**config.mk**
```make
export PLATFORM = sky130hd
export DESIGN_NAME = stc_csr
export DESIGN_NICKNAME = d
export VERILOG_FILES = /design/src/rtl/stc_pkg.sv /design/src/rtl/stc_csr.sv
export SDC_FILE = /design/constraint.sdc
export NUM_CORES = 1
export LEC_CHECK = 0
export BUFFER_PORTS_ARGS = -buffer_cell sky130_fd_sc_hd__buf_2
export CAP_MARGIN = 40
export CORE_MARGIN = 2
export CORE_UTILIZATION = 36
export CTS_CLUSTER_SIZE = 40
export DETAILED_ROUTE_END_ITERATION = 8
export SYNTH_ARGS = -nofsm -noshare
export SYNTH_HDL_FRONTEND = slang
export SYNTH_SLANG_ARGS = --single-unit
```
**constraint.sdc**
```tcl
create_clock -name clock -period 6.8 [get_ports clock]
set_input_delay 2.04 -clock clock [delete_from_list [all_inputs] [get_ports clock]]
set_output_delay 2.04 -clock clock [all_outputs]
set_load 0.02 [all_outputs]
```
**src/rtl/stc_pkg.sv**
```systemverilog
package stc_pkg;

   localparam int unsigned DivBits = 32;

   typedef struct packed {
      logic [19:0] adc_temp;
      logic [19:0] adc_press;
      logic [15:0] adc_hum;
   } req_payload_type;

   typedef struct packed {
      logic signed [31:0] temperature;
      logic [31:0]        pressure;
      logic [16:0]        humidity;
      logic               divide_guard;
   } rsp_payload_type;

   typedef struct packed {
      logic [47:0] temp_coeffs;
      logic [63:0] press_coeffs_low;
      logic [63:0] press_coeffs_high;
      logic [15:0] press_coeff_p9;
      logic [63:0] hum_coeffs;
   } coeff_type;

   localparam logic [2:0] RegTemp    = 3'd0;
   localparam logic [2:0] RegPressLo = 3'd1;
   localparam logic [2:0] RegPressHi = 3'd2;
   localparam logic [2:0] RegPressP9 = 3'd3;
   localparam logic [2:0] RegHum     = 3'd4;

   function automatic logic [31:0] sra(input logic [31:0] x, input int unsigned n);
      return 32'($signed(x) >>> n);
   endfunction

   function automatic logic [31:0] sx16(input logic [15:0] v);
      return {{16{v[15]}}, v};
   endfunction

endpackage

```
**src/rtl/stc_csr.sv**
```systemverilog
module stc_csr
   import stc_pkg::*;
(
   input  logic        clock,
   input  logic        reset,
   input  logic        csr_psel,
   input  logic        csr_penable,
   input  logic        csr_pwrite,
   input  logic [5:0]  csr_paddr,
   input  logic [63:0] csr_pwdata,
   output logic [63:0] csr_prdata,
   output coeff_type   coeff
);

   coeff_type coeff_ff;
   logic [2:0] idx;

   assign idx   = csr_paddr[5:3];
   assign coeff = coeff_ff;

   always_ff @(posedge clock) begin
      if (reset) begin
         coeff_ff <= '0;
      end else if (csr_psel && csr_penable && csr_pwrite) begin
         unique case (idx)
            RegTemp:    coeff_ff.temp_coeffs       <= csr_pwdata[47:0];
            RegPressLo: coeff_ff.press_coeffs_low  <= csr_pwdata;
            RegPressHi: coeff_ff.press_coeffs_high <= csr_pwdata;
            RegPressP9: coeff_ff.press_coeff_p9    <= csr_pwdata[15:0];
            RegHum:     coeff_ff.hum_coeffs        <= csr_pwdata;
            default: ;
         endcase
      end
   end

   always_comb begin
      unique case (idx)
         RegTemp:    csr_prdata = {16'd0, coeff_ff.temp_coeffs};
         RegPressLo: csr_prdata = coeff_ff.press_coeffs_low;
         RegPressHi: csr_prdata = coeff_ff.press_coeffs_high;
         RegPressP9: csr_prdata = {48'd0, coeff_ff.press_coeff_p9};
         RegHum:     csr_prdata = coeff_ff.hum_coeffs;
         default:    csr_prdata = '0;
      endcase
   end

endmodule

```
* Word level (Yosys, flattened, before mapping) *
Cells that the tools add are included.

cells by class
  magnitude comparators = 0
  bitwise gates (word level) = 0
  shifts and indexed selects = 0
  reductions and logical operators = 8
  eq/ne operators = 4
  div/mod/pow operators = 0
  $add $sub $neg = 0
  multipliers = 0
  mux-type cells = 1

operator list
  cell                                                                   count
  64-bit case mux with 5 select lines                                    1
  2-bit AND reduction                                                    5
  3-bit by 2-bit equality test with 1-bit output, second input constant  2
  3-bit by 1-bit equality test with 1-bit output, second input constant  1
  3-bit equality test, second input constant                             1
  3-bit logical NOT                                                      1
  1-bit logical AND                                                      2

storage, ports and cells
  ROM bits = 0
  memory bits (writable) = 0
  memories = 0
  input port bits = 75
  word-level logic and storage cells = 18
  register bits after elaboration = 256
  latch bits = 0

* Longest topological paths before layout *
Gate-level depths: netlist (run 1).

  word-level depth = 3
  depth in mapped cells = 7
  depth with buffers taken out = 3

* Worst setup path before layout (run 1) *
Ideal clock, no wire load.

  kind = input to output
  start = input csr_paddr[3]
  end = output csr_prdata[48]
  stages = 6
  path buffers = 3
  data arrival time = 3.370 ns
  data required time = 4.760 ns
  slack = 1.390 ns
  path through = buf_2 > nor2b_1 > clkbuf_1 > clkbuf_1 > a22oi_1 > o21ai_0

between the ends
  cells in the longest elaborated chain, start to end = 2
  elaborated cells between the ends (all ways) = 6
  classes of those cells = 4 x eq/ne; 1 x mux; 1 x reduce/logical

RTL lines
  item                                         line           text
  from (decl)                                  stc_csr.sv:9   input logic [5:0] csr_paddr,
  3-bit equality test (tied with other cells)  stc_csr.sv:37  unique case (idx)
  64-bit case mux with 5 select lines *        stc_csr.sv:37
  to (decl)                                    stc_csr.sv:11  output logic [63:0] csr_prdata,

Mark *: on every way between the ends. The rest lies on a longest branch, timed or not.

* Worst setup path after layout (run 1) *
  start = input csr_paddr[5]
  end = output csr_prdata[63]

The elaborated chain is that of the path after synthesis.

==> reports/qor.csv, run 1 <==
stage,metric,value,unit
timing,Worst Skew,0,ps
timing,"Hold Vio Cnt, Final",0,
route,WL/cell,19.5,um
timing,TNS Setup,0,ps
global_route,vias in the first global route,9868,
route,router iterations before antenna repair,5,
floorplan,I/O pin total,395,
timing,fin crit period,5790,ps
logic_synthesis,post-synth net total,1264,
logic_synthesis,Synth Area in XOR/XNOR,0,%
placement,dpl hpwl,25300,um
clocking,total CTS buffers,28,
status,status,"complete, no violations",
route,Final ANT Viol Nets,0,
critical_path,reg2reg path depth,2,
clocking,"Clk pin slew, worst setup/hold paths",50,ps
critical_path,Worst R2R End,coeff[215],
min_path,min-delay worst type,reg -> reg,
timing,Setup Viol. Count Final,0,
logic_synthesis,mux contribution to synthesized area,25.3,%
logic_synthesis,compound-gate portion of the synthesized area,6.51,%
global_route,grt ovf,0,
logic_synthesis,number of flops mapped to enable cells by yosys,0,
floorplan,Die ar.,0.0351,mm^2
logic_synthesis,Yosys cell types,27,
clocking,Post-CTS Setup Bufs,0,
global_route,antenna violations before repair,1,
finish,share of cells above drive strength 1,30.9,%
clocking,Clock Tree Root,clkbuf_16,
route,drt via density,5.01,
logic_synthesis,top post-synthesis cells by count,"nand2b_1 (320), mux2i_1 (288), dfxtp_1 (256)",
critical_path,r2r setup slk,6110,ps
timing,RSZ-0062 raised after global routing,false,
timing,fin. max-slew vios,0,
finish,area growth from synthesis to layout,25.9,%
logic_synthesis,Yosys warning count,0,
route,DRT iter0 DRCs,469,
logic_synthesis,"Seq/Total Area, Yosys",42.4,%
logic_synthesis,most common cell in the netlist,nand2b_1,
floorplan,Die H,187,um
finish,Post-layout nets,1600,
timing,Worst-Margin Slew,779,ps
floorplan,Initial Util,36.3,%
global_route,gr usage total,21.2,%
route,via count,9983,
finish,max reg flops,256,
timing,Peak Freq,0.173,GHz
logic_synthesis,async set-reset flop share out of synthesis,0,%
critical_path,element type at the critical path end,primary output,
logic_synthesis,post-synthesis instance area,0.0121,mm^2
critical_path,required time of the critical path,4760,ps
critical_path,Crit Path Class,in -> out,
flow_run,# Max-Cap Violations,0,
logic_synthesis,main combinational cell family by area after synthesis,multiplexers,
clocking,Clock Latency Late Sink,530,ps
clocking,hold buffers post-CTS,0,
critical_path,Critical Path Start Type,input port,
clocking,H-Tree Depth,1,
critical_path,arrival time worst endpoint,3750,ps
placement,routability cong.,0.792,
logic_synthesis,top post-synthesis cells by area,"dfxtp_1 (42%), mux2i_1 (24%), nand2b_1 (17%)",
timing,Max-slew headroom,48.1,%
global_route,first-pass GRT wire length,59400,um
logic_synthesis,"area fraction in and, or, nand and nor cells after synthesis",20.9,%
critical_path,reg2reg start,coeff[215],
pwr,Peak VDD IR,0.000178,V
route,WL final,38900,um
logic_synthesis,Synth Instances,1189,
logic_synthesis,top cell type by total area after synthesis,dfxtp_1,
pwr,pwr dens,216,mW/mm^2
clocking,Sinks on Clock Net,256,
logic_synthesis,syn_area_per_cell,10.2,um^2
min_path,min-delay src,coeff[187],
critical_path,critical-path maximum fanout,18,
floorplan,Die X,187,um
clocking,Post-CTS Resized,0,
clocking,Max clock buf depth,3,
route,DRC Markers,0,
pwr,Pwr Total,3.29,mW
floorplan,num rows,67,
placement,I/O Buffers,391,
logic_synthesis,Synth Flop Type,dfxtp_1,
finish,fin area,0.0152,mm^2
clocking,CTS tree,yes,
timing,"Period Utilization, post-route",85.2,%
logic_synthesis,Synth Register Bits,256,
min_path,worst min-delay path endpoint,coeff[187],
global_route,largest net degree at the start of global routing,165,
logic_synthesis,Adder-Cell Fraction of Synth Area,0,%
logic_synthesis,area share of the largest cell type after synthesis,42.4,%
placement,DP Worst Slack,1020,ps
timing,Final WS setup,1010,ps
floorplan,Core Area,0.0333,mm^2
placement,placed cell areas,0.0143,mm^2
pwr,Lkg Pwr,7.68,nW
min_path,Hold Path Stages,2,
-- worst max-delay path by stage --
| stage | depth (start not counted) | end | slack (ps) | start |
|---|---|---|---|---|
| 2_1_floorplan | 6 | csr_prdata[48] | 1390 | csr_paddr[3] |
| 3_3_place_gp | 5 | csr_prdata[63] | 810 | csr_paddr[5] |
| 3_5_place_dp | 6 | csr_prdata[63] | 1020 | csr_paddr[5] |
| 4_1_cts | 6 | csr_prdata[63] | 1020 | csr_paddr[5] |
| 5_1_grt | 6 | csr_prdata[63] | 940 | csr_paddr[5] |
| 6_report | 6 | csr_prdata[63] | 1010 | csr_paddr[5] |
-- cells in the final DEF, fill, tap and decap left out, types with 17 or more instances in the layout --
cell / instances
o211ai_1: 31
nand2_1: 48
buf_2: 389
dfxtp_1: 256
clkbuf_16: 29
nand3b_1: 33
mux2i_1: 288
a22oi_1: 48
o21ai_0: 17
nand2b_1: 320
-- through the flow --
stage / utilization [%] / instances / hold slack [ps]
floorplan: - / 1189 / 557
global placement: 42.8 / 1941 / 471
detailed placement: 43.0 / 1943 / 477
CTS: 45.7 / 1991 / 489
global route: 45.7 / 1991 / 505
finish: 45.7 / 1992 / 485
-- kinds of logic (layout without fill, tap and decap cells) --
kind of cell | after synthesis | count (layout)
and+or+nand+nor | 413 | 413
muxes | 304 | 304
DFF | 256 | 256
AOI/OAI and AO/OA | 113 | 113
buffers and inverters | 103 | 457
other | 0 | 1
-- critical path, stage by stage --
cell	delay [ps]
buf_4	250
nor2b_4	620
buf_16	240
a22oi_1	120
o21ai_0	230
buf_2	220
-- per-layer routing --
| metal | up-vias | routed length, um | GRT usage, % |
|---|---|---|---|
| li1 | 4764 | - | - |
| met1 | 4798 | 16900 | 27.5 |
| met2 | 358 | 18000 | 35.2 |
| met3 | 61 | 3040 | 5.68 |
| met4 | 2 | 906 | 5.22 |
| met5 | - | 13 | 0 |
-- final cells by class --
| class | count | area, um^2 |
|---|---|---|
| tap | 448 | 561 |
| multi-input combinational | 830 | 6410 |
| clock inverter | 9 | 120 |
| clock buffer | 39 | 803 |
| antenna | 1 | 2.50 |
| fill | 3286 | 18100 |
| sequential | 256 | 5120 |
| timing repair buffer | 409 | 2200 |
-- power breakdown --
part / switching, mW / internal (mW) / total, mW
combinational: 0.139 / 0.0916 / 0.230
clock: 0.609 / 0.929 / 1.54
sequential: 0.00916 / 1.51 / 1.52
total: 0.757 / 2.53 / 3.29
No activity file was read; power rests on OpenSTA's default activity.
==> inputs of run 2 (changes only) <==
Settings changed: GPL_TIMING_DRIVEN set to 0, REMOVE_ABC_BUFFERS set to 1.
==> run 2 against run 1 <==
  * Via count shrank 0.19%
  * Non-clock buffer count grew 10
  * First-iteration DRC count shrank 7.9%
  * Setup slack lost 640 ps
  * Routed wire length shrank 3.1%
  * Critical endpoint is now csr_prdata[50]
  * Largest cell class unchanged
==> reports/qor.csv, run 2 (synthesis results as in run 1) <==
stage,metric,value,unit,change
global_route,largest net degree at the start of global routing,164,,-0.61%
timing,Worst Skew,0,ps,unchanged
min_path,min-delay src,coeff[231],,
route,WL/cell,18.8,um,-3.8%
critical_path,reg2reg start,coeff[250],,
status,status,"complete, no violations",,
clocking,hold buffers post-CTS,0,,unchanged
clocking,Clock Tree Root,clkbuf_16,,
critical_path,r2r setup slk,6120,ps,about the same
clocking,H-Tree Depth,1,,unchanged
placement,placed cell areas,0.0146,mm^2,+1.9%
route,drt via density,4.97,,-0.84%
clocking,Max clock buf depth,3,,unchanged
finish,fin area,0.0155,mm^2,+1.6%
critical_path,Worst R2R End,coeff[250],,
placement,I/O Buffers,391,,unchanged
route,via count,9964,,-0.19%
timing,TNS Setup,0,ps,unchanged
timing,fin crit period,6430,ps,+640 ps
route,Final ANT Viol Nets,0,,unchanged
finish,share of cells above drive strength 1,31.2,%,+0.26 points
timing,"Period Utilization, post-route",94.6,%,+9.4 points
min_path,worst min-delay path endpoint,coeff[231],,
route,DRT iter0 DRCs,432,,-7.9%
clocking,Sinks on Clock Net,256,,unchanged
finish,Post-layout nets,1610,,+0.63%
pwr,pwr dens,210,mW/mm^2,-2.7%
floorplan,Initial Util,36.3,%,unchanged
floorplan,Die ar.,0.0351,mm^2,unchanged
clocking,CTS tree,yes,,
finish,"commonest non-fill, non-tap cell in the layout",buf_2,,
timing,Max-slew headroom,39.6,%,-8.4 points
placement,dpl hpwl,25900,um,+2.4%
min_path,Hold Path Stages,2,,unchanged
critical_path,critical-path maximum fanout,48,,+30
flow_run,# Max-Cap Violations,0,,unchanged
placement,routability cong.,0.787,,-0.64%
critical_path,Critical Path Start Type,input port,,
clocking,Post-CTS Setup Bufs,0,,unchanged
global_route,antenna violations before repair,1,,unchanged
timing,fin. max-slew vios,0,,unchanged
critical_path,arrival time worst endpoint,4390,ps,+640 ps
route,WL final,37600,um,-3.1%
critical_path,critical path's top delay family,buffers and inverters,,
finish,max reg flops,256,,unchanged
timing,Worst-Margin Slew,901,ps,+122 ps
floorplan,Core Area,0.0333,mm^2,unchanged
critical_path,required time of the critical path,4760,ps,about the same
global_route,gr usage total,20.4,%,-0.80 points
min_path,min-delay worst type,reg -> reg,,
global_route,first-pass GRT wire length,57600,um,-3.0%
finish,area growth from synthesis to layout,27.9,%,
floorplan,I/O pin total,395,,unchanged
pwr,Peak VDD IR,0.000163,V,-8.8%
floorplan,Die X,187,um,unchanged
clocking,"Clk pin slew, worst setup/hold paths",60,ps,about the same
timing,"Hold Vio Cnt, Final",0,,unchanged
critical_path,crit-path max cell delay,790,ps,+170 ps
route,DRC Markers,0,,unchanged
pwr,Lkg Pwr,7.78,nW,+1.3%
timing,Setup Viol. Count Final,0,,unchanged
timing,RSZ-0062 raised after global routing,false,,
route,router iterations before antenna repair,4,,-1
floorplan,Die H,187,um,unchanged
critical_path,CP bufs+invs,5,,+2
clocking,Clock Latency Late Sink,530,ps,about the same
critical_path,slowest CP cell,nor3b_2,,
clocking,total CTS buffers,28,,unchanged
clocking,Post-CTS Resized,0,,unchanged
floorplan,num rows,67,,unchanged
critical_path,element type at the critical path end,primary output,,
global_route,vias in the first global route,9854,,-0.14%
critical_path,Crit Path Class,in -> out,,
critical_path,CP Cell Sequence,"buf_4, buf_16, nor3b_2, buf_8, buf_6, nand2_1, o21ai_0, buf_2",,
critical_path,reg2reg path depth,2,,unchanged
global_route,grt ovf,0,,unchanged
finish,most frequent cells in the layout,"buf_2 (388), nand2b_1 (320), mux2i_1 (288)",,
timing,Peak Freq,0.155,GHz,-10%
## run 2: report_power, final
group | switching (mW) | internal [mW] | leakage (nW)
Clock | 0.611 | 0.885 | 0.444
Sequential | 0.00922 | 1.51 | 2.06
Combinational | 0.138 | 0.0989 | 5.27
## run 2: how the worst max path moves through the flow
stage                       startpoint        endpoint  depth (start not counted)
after global routing      csr_paddr[4]  csr_prdata[60]                          8
final                     csr_paddr[4]  csr_prdata[50]                          8
after global placement    csr_paddr[4]  csr_prdata[32]                          5
after CTS                 csr_paddr[4]  csr_prdata[50]                          8
after floorplan           csr_paddr[3]  csr_prdata[16]                          3
after detailed placement  csr_paddr[4]  csr_prdata[50]                          8
## run 2: cell type report
| class | instances | area [um^2] |
|---|---|---|
| repair buffers | 419 | 2470 |
| diodes | 1 | 2.50 |
| clock buffers | 46 | 850 |
| clock inverters | 5 | 53.8 |
| multi-input cells | 830 | 6410 |
| fillers | 3242 | 17800 |
| well taps | 448 | 561 |
| flip-flops and latches | 256 | 5120 |
## run 2: worst register-to-register path: cells and delay by family (launching register included)
kind | cells | cell delay (ps)
flip-flops | 1 | 400
AND/OR/NAND/NOR | 1 | 80
multiplexers | 1 | 130
## run 2: per-layer routing
layer / vias up / share of wire, % / GRT usage, % / wire length [um]
li1: 4786 / - / - / -
met1: 4829 / 45 / 26.9 / 16900
met4: 0 / 2.0 / 5.34 / 745
met3: 48 / 6.6 / 4.50 / 2470
met2: 301 / 47 / 33.8 / 17500
met5: - / 0 / 0 / 0
## run 2: metrics by stage
step | power, mW | cells | setup WS [ps] | util [%] | hold slack [ps]
after floorplan | 1.66 | 1086 | -295 | - | 557
after global placement | 1.78 | 1925 | -5320 | 42.1 | 470
after detailed placement | 1.79 | 1953 | 401 | 43.8 | 477
after CTS | 3.29 | 2004 | 397 | 46.5 | 483
after global routing | 3.37 | 2005 | 326 | 46.5 | 499
final | 3.25 | 2005 | 366 | 46.5 | 481
